==> config.mk <==
export PLATFORM = sky130hd
export DESIGN_NAME = relocation_patch_stream_engine_core
export DESIGN_NICKNAME = d
export VERILOG_FILES = /design/src/rpse_pkg.sv /design/src/relocation_patch_stream_engine_core.sv
export SDC_FILE = /design/constraint.sdc
export NUM_CORES = 2
export LEC_CHECK = 0
export ABC_CLOCK_PERIOD_IN_PS = 9100
export BUFFER_PORTS_ARGS = -buffer_cell sky130_fd_sc_hd__buf_4
export CORE_UTILIZATION = 25
export CTS_BUF_LIST = sky130_fd_sc_hd__clkbuf_2
export DETAILED_ROUTE_END_ITERATION = 6
export PLACE_DENSITY = 0.46
export SYNTH_ARGS = -nofsm -noshare
export SYNTH_HDL_FRONTEND = slang
export SYNTH_SLANG_ARGS = --single-unit
==> constraint.sdc <==
create_clock -name clk -period 9.1 [get_ports clk]
set_input_delay 2.275 -clock clk [delete_from_list [all_inputs] [get_ports clk]]
set_output_delay 2.275 -clock clk [all_outputs]
set_load 0.01 [all_outputs]
==> src/rpse_pkg.sv <==
// ---------------------------------------------------------------------------
// rpse_pkg
// shared types and constants of the relocation patch stream engine
// ---------------------------------------------------------------------------
`default_nettype none
package rpse_pkg;
    localparam int NUM_SECTIONS_DEF = 32;

    localparam logic [1:0] OP_SECTION = 2'd0;
    localparam logic [1:0] OP_IMPORT  = 2'd1;
    localparam logic [1:0] OP_RELOC   = 2'd2;

    localparam logic [2:0] ST_APPLIED  = 3'd0;
    localparam logic [2:0] ST_SKIPPED  = 3'd1;
    localparam logic [2:0] ST_SECTION  = 3'd2;
    localparam logic [2:0] ST_END      = 3'd3;
    localparam logic [2:0] ST_MISSING  = 3'd4;
    localparam logic [2:0] ST_ACCEPTED = 3'd5;

    localparam logic [31:0] MASK_W24 = 32'h03FF_FFFC;
    localparam logic [31:0] MASK_W14 = 32'h0000_FFFC;
    localparam logic [31:0] HA_CARRY = 32'h0000_8000;
    localparam logic [7:0]  TYPE_NOP = 8'd201;
    localparam logic [7:0]  TYPE_SET = 8'd202;
    localparam logic [7:0]  TYPE_END = 8'd203;

    localparam logic [3:0] REG_MODULE_ID = 4'd0;

    typedef enum logic [2:0] {
        S_IDLE,
        S_LOOKUP,
        S_DECIDE,
        S_SCAN,
        S_SCAN_WAIT,
        S_DONE,
        S_OUT
    } state_t;
endpackage
`default_nettype wire

==> src/relocation_patch_stream_engine_core.sv <==
// ---------------------------------------------------------------------------
// relocation_patch_stream_engine_core
// applies relocation entries and emits masked big-endian patch writes
// ---------------------------------------------------------------------------
//  channel | direction | handshake               | payload
//  s_axis  | in        | tvalid/tready           | tdata: entry fields
//  m_axis  | out       | tvalid/tready           | tdata: write and status fields
//  apb     | in        | psel/penable/pwrite     | module_id at address 0
//
// a relocation entry needing a containment check walks the section table one
// entry per cycle through one compare unit; other relocation entries and
// section and import entries take no scan. the section memory has one read
// port, so the scan is serial. reset clears the control state and the section
// presence bits.
// no new transaction is taken until the result is taken.
`default_nettype none
module relocation_patch_stream_engine_core
    import rpse_pkg::*;
#(
    parameter int NUM_SECTIONS = NUM_SECTIONS_DEF
)
(
    input  wire logic         clk,
    input  wire logic         rst_n,
    input  wire logic         s_axis_tvalid,
    output logic              s_axis_tready,
    // opcode[1:0], section_index[9:2], section_address[41:10],
    // section_length[73:42], import_id[105:74], offset_delta[121:106],
    // reloc_type[129:122], addend[161:130], zeros
    input  wire logic [167:0] s_axis_tdata,
    output logic              m_axis_tvalid,
    input  wire logic         m_axis_tready,
    // write_valid[0], write_address[32:1], write_data[64:33],
    // write_mask[96:65], write_halfword[97], status[100:98],
    // applied_total[132:101], skipped_total[164:133], zeros
    output logic [167:0]      m_axis_tdata,
    input  wire logic         psel,
    input  wire logic         penable,
    input  wire logic         pwrite,
    input  wire logic [1:0]   paddr,
    input  wire logic [31:0]  pwdata,
    output logic [31:0]       prdata,
    output logic              pready
);
    localparam int IW = (NUM_SECTIONS > 1) ? $clog2(NUM_SECTIONS) : 1;
    localparam int CW = $clog2(NUM_SECTIONS + 1);

    // input fields
    logic [1:0]  opcode;
    logic [7:0]  section_index;
    logic [31:0] section_address, section_length, import_id, addend;
    logic [15:0] offset_delta;
    logic [7:0]  reloc_type;
    assign opcode          = s_axis_tdata[1:0];
    assign section_index   = s_axis_tdata[9:2];
    assign section_address = s_axis_tdata[41:10];
    assign section_length  = s_axis_tdata[73:42];
    assign import_id       = s_axis_tdata[105:74];
    assign offset_delta    = s_axis_tdata[121:106];
    assign reloc_type      = s_axis_tdata[129:122];
    assign addend          = s_axis_tdata[161:130];

    // section memories and presence bits
    logic [31:0] base_mem [NUM_SECTIONS];
    logic [31:0] len_mem  [NUM_SECTIONS];
    logic [NUM_SECTIONS-1:0] present_reg;
    logic [31:0] rd_base_reg, rd_len_reg;
    logic        rd_pres_reg;

    state_t state_reg, state_next;
    logic [31:0] module_id_reg, patch_reg, import_reg, applied_reg, skipped_reg;
    logic [7:0]  idx_reg, type_reg;
    logic [31:0] addend_reg;
    logic [CW-1:0] scan_reg;
    logic        idx_ok_reg;
    logic [31:0] wdata_reg, wmask_reg;
    logic        half_reg;
    logic [167:0] out_reg;

    // read address: entry index while taking and looking up, next scan entry
    // during the scan so the read data lines up with scan_reg
    logic [IW-1:0] rd_addr;
    logic          rd_en;
    logic          s_take;
    logic          sec_in_range;
    assign s_take = s_axis_tvalid && s_axis_tready;
    assign sec_in_range = 9'(section_index) < 9'(NUM_SECTIONS);

    always_comb
    begin
        if (state_reg == S_SCAN)
            rd_addr = '0;
        else if (state_reg == S_SCAN_WAIT)
            rd_addr = (scan_reg == CW'(NUM_SECTIONS - 1)) ? scan_reg[IW-1:0]
                                                          : IW'(scan_reg + CW'(1));
        else if (state_reg == S_IDLE)
            rd_addr = IW'(section_index);
        else
            rd_addr = idx_reg[IW-1:0];
        rd_en = 1'b1;
    end

    always_ff @(posedge clk)
    begin
        if (s_take && opcode == OP_SECTION && sec_in_range)
        begin
            base_mem[IW'(section_index)] <= section_address;
            len_mem[IW'(section_index)]  <= section_length;
        end
        if (rd_en)
        begin
            rd_base_reg <= base_mem[rd_addr];
            rd_len_reg  <= len_mem[rd_addr];
        end
    end

    always_ff @(posedge clk or negedge rst_n)
    begin
        if (!rst_n)
        begin
            present_reg <= '0;
            rd_pres_reg <= 1'b0;
        end
        else
        begin
            rd_pres_reg <= present_reg[rd_addr];
            if (s_take && opcode == OP_SECTION && sec_in_range)
                present_reg[IW'(section_index)] <= (section_length != 32'd0);
        end
    end

    // apb
    assign pready = 1'b1;
    assign prdata = (paddr == 2'(REG_MODULE_ID)) ? module_id_reg : 32'd0;

    // target and value computation from lookup data
    logic        tgt_present, supported, tgt_missing;
    logic [31:0] target, absv, relv;
    logic [31:0] cdata, cmask;
    logic        ctype_ok, chalf, csize0;
    always_comb
    begin
        tgt_present = idx_ok_reg && rd_pres_reg && (rd_len_reg != 32'd0);
        target      = (import_reg == 32'd0 || !tgt_present) ? 32'd0 : rd_base_reg;
        supported   = (import_reg == 32'd0) || (import_reg == module_id_reg);
        tgt_missing = (import_reg != 32'd0) && (target == 32'd0);
        absv        = target + addend_reg;
        relv        = absv - patch_reg;
        cdata = 32'd0;
        cmask = 32'd0;
        ctype_ok = 1'b1;
        chalf = 1'b0;
        csize0 = 1'b0;
        case (type_reg) inside
            8'd0, TYPE_NOP: csize0 = 1'b1;
            8'd1:  begin cdata = absv; cmask = 32'hFFFF_FFFF; end
            8'd2:  begin cdata = absv & MASK_W24; cmask = MASK_W24; end
            8'd10: begin cdata = relv & MASK_W24; cmask = MASK_W24; end
            8'd7, 8'd8, 8'd9:
                   begin cdata = absv & MASK_W14; cmask = MASK_W14; end
            8'd11, 8'd12, 8'd13:
                   begin cdata = relv & MASK_W14; cmask = MASK_W14; end
            8'd3, 8'd4:
                   begin chalf = 1'b1; cdata = {16'd0, absv[15:0]}; end
            8'd5:  begin chalf = 1'b1; cdata = {16'd0, absv[31:16]}; end
            8'd6:  begin
                       chalf = 1'b1;
                       cdata = {16'd0, absv[31:16] + 16'((absv & HA_CARRY) != 0)};
                   end
            default: ctype_ok = 1'b0;
        endcase
    end

    // shared compare unit: one section entry per cycle
    logic [31:0] off, room;
    logic        hit, fits_now;
    always_comb
    begin
        off  = patch_reg - rd_base_reg;
        room = rd_len_reg - off;
        hit  = rd_pres_reg && (rd_len_reg != 32'd0) && (patch_reg >= rd_base_reg)
               && (off < rd_len_reg);
        fits_now = half_reg ? (room >= 32'd2) : (room >= 32'd4);
    end

    // next state
    always_comb
    begin
        state_next = state_reg;
        unique case (state_reg)
            S_IDLE:
                if (s_take)
                    state_next = (opcode == OP_RELOC) ? S_LOOKUP : S_OUT;
            S_LOOKUP:    state_next = S_DECIDE;
            S_DECIDE:    state_next = S_DONE;
            S_SCAN:      state_next = S_SCAN_WAIT;
            S_SCAN_WAIT:
                if (hit || scan_reg == CW'(NUM_SECTIONS - 1))
                    state_next = S_DONE;
                else
                    state_next = S_SCAN_WAIT;
            S_DONE:      state_next = S_OUT;
            S_OUT:
                if (m_axis_tready) state_next = S_IDLE;
            default:     state_next = S_IDLE;
        endcase
        if (state_reg == S_DECIDE && type_reg != TYPE_END && type_reg != TYPE_SET
            && supported && !tgt_missing && ctype_ok && !csize0)
            state_next = S_SCAN;
    end

    // outputs
    always_comb
    begin
        s_axis_tready = (state_reg == S_IDLE);
        m_axis_tvalid = (state_reg == S_OUT);
        m_axis_tdata  = out_reg;
    end

    logic [2:0] status_reg;
    logic       emit_reg;

    always_ff @(posedge clk or negedge rst_n)
    begin
        if (!rst_n)
        begin
            state_reg     <= S_IDLE;
            module_id_reg <= 32'd0;
            patch_reg     <= 32'd0;
            import_reg    <= 32'd0;
            applied_reg   <= 32'd0;
            skipped_reg   <= 32'd0;
            scan_reg      <= '0;
            status_reg    <= ST_ACCEPTED;
            emit_reg      <= 1'b0;
            out_reg       <= '0;
            idx_reg       <= 8'd0;
            idx_ok_reg    <= 1'b0;
            type_reg      <= 8'd0;
            addend_reg    <= 32'd0;
            wdata_reg     <= 32'd0;
            wmask_reg     <= 32'd0;
            half_reg      <= 1'b0;
        end
        else
        begin
            state_reg <= state_next;
            if (psel && penable && pwrite && paddr == 2'(REG_MODULE_ID))
                module_id_reg <= pwdata;
            unique case (state_reg)
                S_IDLE:
                    if (s_take)
                    begin
                        idx_reg    <= section_index;
                        idx_ok_reg <= sec_in_range;
                        type_reg   <= reloc_type;
                        addend_reg <= addend;
                        emit_reg   <= 1'b0;
                        status_reg <= ST_ACCEPTED;
                        if (opcode == OP_IMPORT)
                        begin
                            import_reg <= import_id;
                            patch_reg  <= 32'd0;
                        end
                        else if (opcode == OP_RELOC)
                            patch_reg <= patch_reg + 32'(offset_delta);
                        if (opcode != OP_RELOC)
                            out_reg <= {3'd0, skipped_reg, applied_reg, ST_ACCEPTED,
                                        1'b0, 96'd0, 1'b0};
                    end
                S_DECIDE:
                begin
                    wdata_reg <= cdata;
                    wmask_reg <= chalf ? 32'h0000_FFFF : cmask;
                    half_reg  <= chalf;
                    scan_reg  <= '0;
                    if (type_reg == TYPE_END)
                        status_reg <= ST_END;
                    else if (type_reg == TYPE_SET)
                    begin
                        patch_reg  <= tgt_present ? rd_base_reg : 32'd0;
                        status_reg <= (tgt_present && rd_base_reg != 32'd0) ?
                                      ST_SECTION : ST_MISSING;
                    end
                    else if (!supported || tgt_missing || !ctype_ok)
                    begin
                        status_reg  <= ST_SKIPPED;
                        skipped_reg <= skipped_reg + 32'd1;
                    end
                    else if (csize0)
                    begin
                        status_reg  <= ST_APPLIED;
                        applied_reg <= applied_reg + 32'd1;
                    end
                end
                S_SCAN: ;
                S_SCAN_WAIT:
                    if (hit || scan_reg == CW'(NUM_SECTIONS - 1))
                    begin
                        if (hit && fits_now)
                        begin
                            emit_reg    <= 1'b1;
                            status_reg  <= ST_APPLIED;
                            applied_reg <= applied_reg + 32'd1;
                        end
                        else
                        begin
                            status_reg  <= ST_SKIPPED;
                            skipped_reg <= skipped_reg + 32'd1;
                        end
                    end
                    else
                        scan_reg <= scan_reg + CW'(1);
                S_DONE:
                    out_reg <= {3'd0, skipped_reg, applied_reg, status_reg,
                                emit_reg & half_reg,
                                emit_reg ? wmask_reg : 32'd0,
                                emit_reg ? wdata_reg : 32'd0,
                                emit_reg ? patch_reg : 32'd0, emit_reg};
                default: ;
            endcase
        end
    end

    a_ready_idle: assert property (@(posedge clk) disable iff (!rst_n)
        s_axis_tready |-> !m_axis_tvalid)
        else $error("input ready while result pending");
    a_one_count: assert property (@(posedge clk) disable iff (!rst_n)
        !((applied_reg != $past(applied_reg)) && (skipped_reg != $past(skipped_reg))))
        else $error("both counters moved");
    a_emit_mask: assert property (@(posedge clk) disable iff (!rst_n)
        (m_axis_tvalid && m_axis_tdata[0]) |-> m_axis_tdata[96:65] != 32'd0)
        else $error("write with empty mask");
endmodule
`default_nettype wire

## After elaboration in Yosys (flattened, before gate mapping)

Memory sizes are Yosys's and may differ from the RTL's. A register that Yosys moved wholly into a read port is not among the register bits.
Index checks and enable logic that the tools add are counted.

- Multiply operators: 0
- Eq/ne operators: 45
- Add/subtract/negate cells: 9
- Reductions and logical operators: 60
- Div/mod/pow operators: 0
- Bitwise gates (word level): 1
- $lt $le $gt $ge: 8
- Mux-type cells: 93
- Shift operators: 0

Operators with widths:

| kind | number |
|---|---|
| $mux 32 | 35 |
| $mux 168 | 2 |
| $pmux 168 s2 | 1 |
| $pmux 32 s2 | 3 |
| $reduce_bool 32->1 | 4 |
| $add 32x1->32 const B | 2 |
| $logic_not 32->1 | 2 |
| $sub 32x32->32 | 2 |
| $eq 8x4->1 const B | 6 |
| $mux 16 | 3 |
| $mux 3 | 11 |
| $add 32x16->32 | 1 |
| $add 32x32->32 | 1 |
| $bwmux 32 | 1 |
| $eq 32x32->1 | 1 |
| $eq 8x3->1 const B | 4 |
| $ge 32x2->1 const B | 1 |
| $ge 32x3->1 const B | 1 |
| $ge 32x32->1 | 1 |
| $lt 32x32->1 | 1 |
| $mux 1 | 26 |
| $sub 26x26->26 | 1 |
| $eq 8x8->1 const B | 3 |
| $logic_and 1x1->1 | 21 |
| 42 further kinds | 82 |

- Register bits after elaboration: 485
- Input port bits: 209
- Memories: 2
- RAM bits: 2048
- Output and inout port bits: 203
- Memory bits (read-only): 0
- Word-level logic and storage cells: 237
- Latch bits: 0

Memory list:

| name | depth | width | read ports | clocked after memory_dff | wr ports | line | text |
|---|---|---|---|---|---|---|---|
| base_mem | 32 | 32 | 1 | 1 | 1 | relocation_patch_stream_engine_core.sv:64 | `logic [31:0] base_mem [NUM_SECTIONS];` |
| len_mem | 32 | 32 | 1 | 1 | 1 | relocation_patch_stream_engine_core.sv:65 | `logic [31:0] len_mem [NUM_SECTIONS];` |

## Logic depth before layout (Yosys ltp)

- Depth after elaboration: 16
- Gate-level depth with buffers: 29
- Depth with buffers taken out: 28

## Worst setup path before layout

Ideal clock, no wire load.

- Path kind: input to register
- Start point: in s_axis_tdata[8]
- End point: reg present_reg[24]
- Library setup time: 128 ps
- Slack: 2086 ps
- Required time: 8972 ps
- Path buffers: 1
- Stages: 6
- Data arrival time: 6886 ps
- Cell sequence: or3_1 nor4_1 or3b_2 clkbuf_1 nor2_1 mux2_2

- Cells in the longest elaborated chain, start to end: 2

Ends and longest elaborated chain:

| element | line | text |
|---|---|---|
| start: declaration | relocation_patch_stream_engine_core.sv:30 | `input wire logic [167:0] s_axis_tdata,` |
| $lt 8x6->1 | relocation_patch_stream_engine_core.sv:87 | `assign sec_in_range = 9'(section_index) < 9'(NUM_SECTIONS);` |
| $logic_and 1x1->1 | relocation_patch_stream_engine_core.sv:127 | `if (s_take && opcode == OP_SECTION && sec_in_range)` |
| end signal: indexed assignment | relocation_patch_stream_engine_core.sv:128 | `present_reg[IW'(section_index)] <= (section_length != 32'd0);` |
| end: declaration | relocation_patch_stream_engine_core.sv:66 | `logic [NUM_SECTIONS-1:0] present_reg;` |

Every way passes these cells.
A chain may end at the register's enable or synchronous reset.

## Worst setup path in the final report

- Start point: reg rd_base_reg[1] (read register of base_mem)
- End point: reg skipped_reg[30]

- Cells in the longest elaborated chain, start to end: 7
- Elaborated cells between the ends (all ways): 20
- Classes of those cells: add/sub: 2; order compare: 4; eq/ne: 3; mux: 2; reduce/logical: 9

Ends and longest elaborated chain:

| element | line | text |
|---|---|---|
| start: declaration | relocation_patch_stream_engine_core.sv:67 | `logic [31:0] rd_base_reg, rd_len_reg;` |
| $sub 32x32->32 or $mux 32 (tied branches) | relocation_patch_stream_engine_core.sv:179, relocation_patch_stream_engine_core.sv:144 |  |
| $sub 32x32->32 or $logic_not 32->1 (tied branches) | relocation_patch_stream_engine_core.sv:180, relocation_patch_stream_engine_core.sv:146 |  |
| $ge 32x3->1 (tied with other cells) | relocation_patch_stream_engine_core.sv:183 | `fits_now = half_reg ? (room >= 32'd2) : (room >= 32'd4);` |
| $mux 1 or $logic_or 1x1->1 (tied branches) | relocation_patch_stream_engine_core.sv:183, relocation_patch_stream_engine_core.sv:285 |  |
| $logic_and 1x1->1 or $logic_or 1x1->1 (tied branches) | relocation_patch_stream_engine_core.sv:300, relocation_patch_stream_engine_core.sv:285 |  |
| $ne 2x2->1 (no line) or $ne 2x1->1 (tied branches) | -- |  |
| $reduce_and 6->1 (no line) * | -- |  |
| end signal: assignment | relocation_patch_stream_engine_core.sv:288 | `skipped_reg <= skipped_reg + 32'd1;` |
| end signal: assignment | relocation_patch_stream_engine_core.sv:309 | `skipped_reg <= skipped_reg + 32'd1;` |
| end: declaration | relocation_patch_stream_engine_core.sv:71 | `logic [31:0] module_id_reg, patch_reg, import_reg, applied_reg, skipped_reg;` |

Every way passes the cells marked *; elsewhere a longest branch is shown, timed or not.

==> summary.md <==
The flow ran to the end, and the final reports show no timing, DRC or antenna violations. The later pin in the worst-skew pair is clocked with a latency of 2.21 ns. The tools report the initial antenna violation count as 60. The class of the most critical hold timing path is input pin to asynchronous set/reset pin. The layout-stage area growth over the synthesis result works out to 15.01%. The hold buffer count at cts came out at 0.

The leakage power was 47.03 nW; the number of H-tree levels was 6. The run gives 0 as the post-cts repair resize count. Among the stages of the critical path, the cell type that occurs most often is o21ai_0. IR analysis of the VDD net gives a maximum drop of 0.0004798 V. After floorplanning, the core was divided into 241 placement rows. The count of buffers inserted at the top-level ports came out at 401.

The placer's final routability congestion estimate was 0.8601; the max-cap violation count was 0. The cell area that synthesis handed to floorplanning was 108700 sq um. In the synthesized netlist, the cells that appear most often are 2432 x nand2_1, 2048 x edfxtp_1, 916 x nand3_1. For the sum of negative setup slack, the log shows 0 ns. TritonCTS built the clock tree.

Final clock skew: 0.2870 ns. The most frequent cell after synthesis is nand2_1. The synthesized instance count is 9066, and the chip width is 661.5 microns.

The tools report the data required time at the worst endpoint as 11.01 ns. The critical-path cell with the highest stage delay was o41ai_1. In this run the deepest clock path goes through 4 buffers. Prevailing post-synth register cell: edfxtp_1. At the pin with the least slew margin, the transition time is 1.360 ns.

The worst setup path is launched from a flop. After synthesis the netlist holds a flip-flop and latch count of 2538. The die is 661.5 microns tall.

The detailed router finished its first iteration with 6568 violations. Entering global routing, the biggest net connects 162 pins. The synthesized design devotes to its leading area cell type 56.56% of total area. The total buffers and inverters traversed by the critical path was 1. The total die area came out at 437600 sq um. On the critical path the largest part of the delay comes from compound AO/OA/AOI/OAI gates. In the finished design, the share of the clock period the worst path needs comes to 87.20%. Global routing used 16.86% of the available tracks across all layers. For the first-pass iteration count of the detailed router, the log shows 6. Clock-pin slew was measured on the worst setup and hold paths at 0.11 ns. Summed over all layers, the global routing overflow is 0. The average instance area after synthesis was 11.99 sq um; the number of buffers created by CTS was 672. Counting distinct cell types in the post-synthesis netlist gives 91. After synthesis, flip-flops and latches occupy 67.55% of the total area. Once the floorplan was initialized, standard cells occupied 25.18% of the core.

Top cell type by total area after synthesis: edfxtp_1. The total via count after detailed routing was 77810. In the routed layout, each cell is associated on average with a via count of 4.887. The number of endpoints failing setup at the final stage is 0, and the final critical-path required period is 7.935 ns. In this run the tightest slew margin relative to its limit is 8.795%.

For the sum of net half-perimeters after detailed placement, the log shows 221600 microns. The hold violation count in the final report was 0; the via count of the first global-routing pass was 75570. For the arrival time at the worst endpoint, the log shows 9.84 ns. In this run the power density over the cells is 377.5 nW/um^2.

The cell sitting at the root of the clock tree is a clkbuf_2. The mean routed wirelength per cell is 23.98 microns. The aggregate routed wire length was 381800 microns. The count of flip-flops with a built-in enable after synthesis is 2048. After detailed routing, the number of remaining DRC violations is 0.

412 I/O pins were placed. Yosys printed 0 warnings. For this run, the slowest stage of the critical path takes 0.53 ns. The worst setup path is of the flop to flop kind. The peak fanout along the critical path came out at 32. The max-slew violation total from the final report is 0, and the proportion of synthesized flip-flops having asynchronous set or reset is 16.78%. Setup repair after global routing left no endpoint under its margin.

The buffers inserted during post-CTS setup optimization was 0. For the setup slack after placement, the log shows 1.171 ns. In the post-synthesis netlist, the biggest area contributors are edfxtp_1 57%, dfrtp_1 9.8%, nand2_1 8.4%. The layout cell share with drive strength beyond 1 was 18.59%; the sink count of the clock tree was 2538. Timing would allow up to 126.0 MHz.

The first global-routing pass estimated 543100 microns of wire. After the last flow step, the layout net total stands at 10080. The post-layout worst setup margin is 1.165 ns, and the remaining antenna violation count is 0. The core region is 431800 sq um. Kind of capture point of the worst setup path: a flop.
## worst reg2reg max path, delay by kind of cell (launching register included)
family          cells  cell delay [ns]
compound gates     12             3.79
xor+xnor            2             0.32
fa+ha+maj           2             0.77
buf+inv             1             0.08
flops               1             0.47
simple gates       10             2.47
## cell usage in the layout, fill, tap and decap left out, types with 32 or more instances in the layout
cell type	Yosys	routed
inv_1	122	122
xor2_1	98	98
nand3_1	916	916
buf_12	0	58
o21ai_0	114	114
nor3_1	90	90
a21o_1	63	62
xnor2_1	106	106
dfrtp_1	424	424
a31oi_1	86	86
and2_1	53	52
nor2_4	0	32
clkinv_1	0	91
a311oi_1	381	381
ha_1	140	140
buf_4	33	511
nand2_1	2432	2430
nand4_1	38	38
nor2_1	177	142
dfxtp_1	64	64
a22o_1	70	70
and3_1	226	225
nor4_1	65	65
mux2_2	160	160
edfxtp_1	2048	2048
a21oi_1	159	157
clkbuf_2	0	986
## per-layer routing
metal / vias up / wire [microns] / part of all wire (%) / track usage [%]
met1: 39270 / 175500 / 46 / 23.75
li1: 35030 / - / - / -
met4: 28 / 8044 / 2.1 / 4.275
met5: - / 184 / 0.048 / 0
met3: 575 / 24430 / 6.4 / 2.978
met2: 2911 / 173600 / 45 / 26.73
## power by group
part | switching, W | internal (W) | leakage, nW | total (W)
sequential | 0.000729 | 0.0131 | 24.6 | 0.0139
combinational | 0.0177 | 0.00760 | 17.9 | 0.0253
clock | 0.00488 | 0.00317 | 4.58 | 0.00805
total | 0.0233 | 0.0239 | 47.0 | 0.0472
## kinds of logic after synthesis
group                      count (synthesis)  share of synthesized area, %
and+or+nand+nor                         4152                         16.87
DFF                                     2538                         67.55
AOI/OAI and AO/OA                       1148                         7.939
buffers and inverters                    711                         2.588
xor gates and xnor gates                 204                         1.643
muxes                                    167                         1.722
adders and majority gates                144                         1.685
other                                      2                      0.006907
## per-stage QoR
step | util, % | hold slack, ns | std cells | area [sq um] | total power, W
2_1_floorplan | - | 0.4378 | 9068 | 108700 | 0.02880
3_3_place_gp | 27.57 | 0.4582 | 14760 | 119000 | 0.03929
3_5_place_dp | 27.57 | 0.4585 | 14760 | 119000 | 0.03940
4_1_cts | 28.95 | 0.01262 | 15900 | 125000 | 0.04766
5_1_grt | 28.95 | 0.2384 | 15900 | 125000 | 0.05018
6_report | 28.96 | 0.4066 | 15920 | 125000 | 0.04721
## cell type report
class | instances | area [sq um]
repair buffers | 570 | 5012
fillers | 44620 | 306800
clock buffers | 986 | 4935
flip-flops and latches | 2538 | 73440
clock inverters | 156 | 1023
multi-input cells | 5819 | 32980
diodes | 20 | 50.05
inverters | 122 | 457.9
well taps | 5710 | 7144
## final timing paths
kind                       cells past startpoint  slack, ns            from               end
setup / recovery                              27       1.16  rd_base_reg[1]   skipped_reg[30]
hold / removal                                 1       0.41           rst_n  m_axis_tdata[51]
min in group clk                               1       0.42    wmask_reg[1]  m_axis_tdata[66]
max in group asynchronous                      2       6.96           rst_n     patch_reg[29]
hold reg to reg                                1       0.42    wmask_reg[1]  m_axis_tdata[66]
setup reg to reg                              27       1.16  rd_base_reg[1]   skipped_reg[30]
Note: power is estimated with default switching activity, not from simulation.
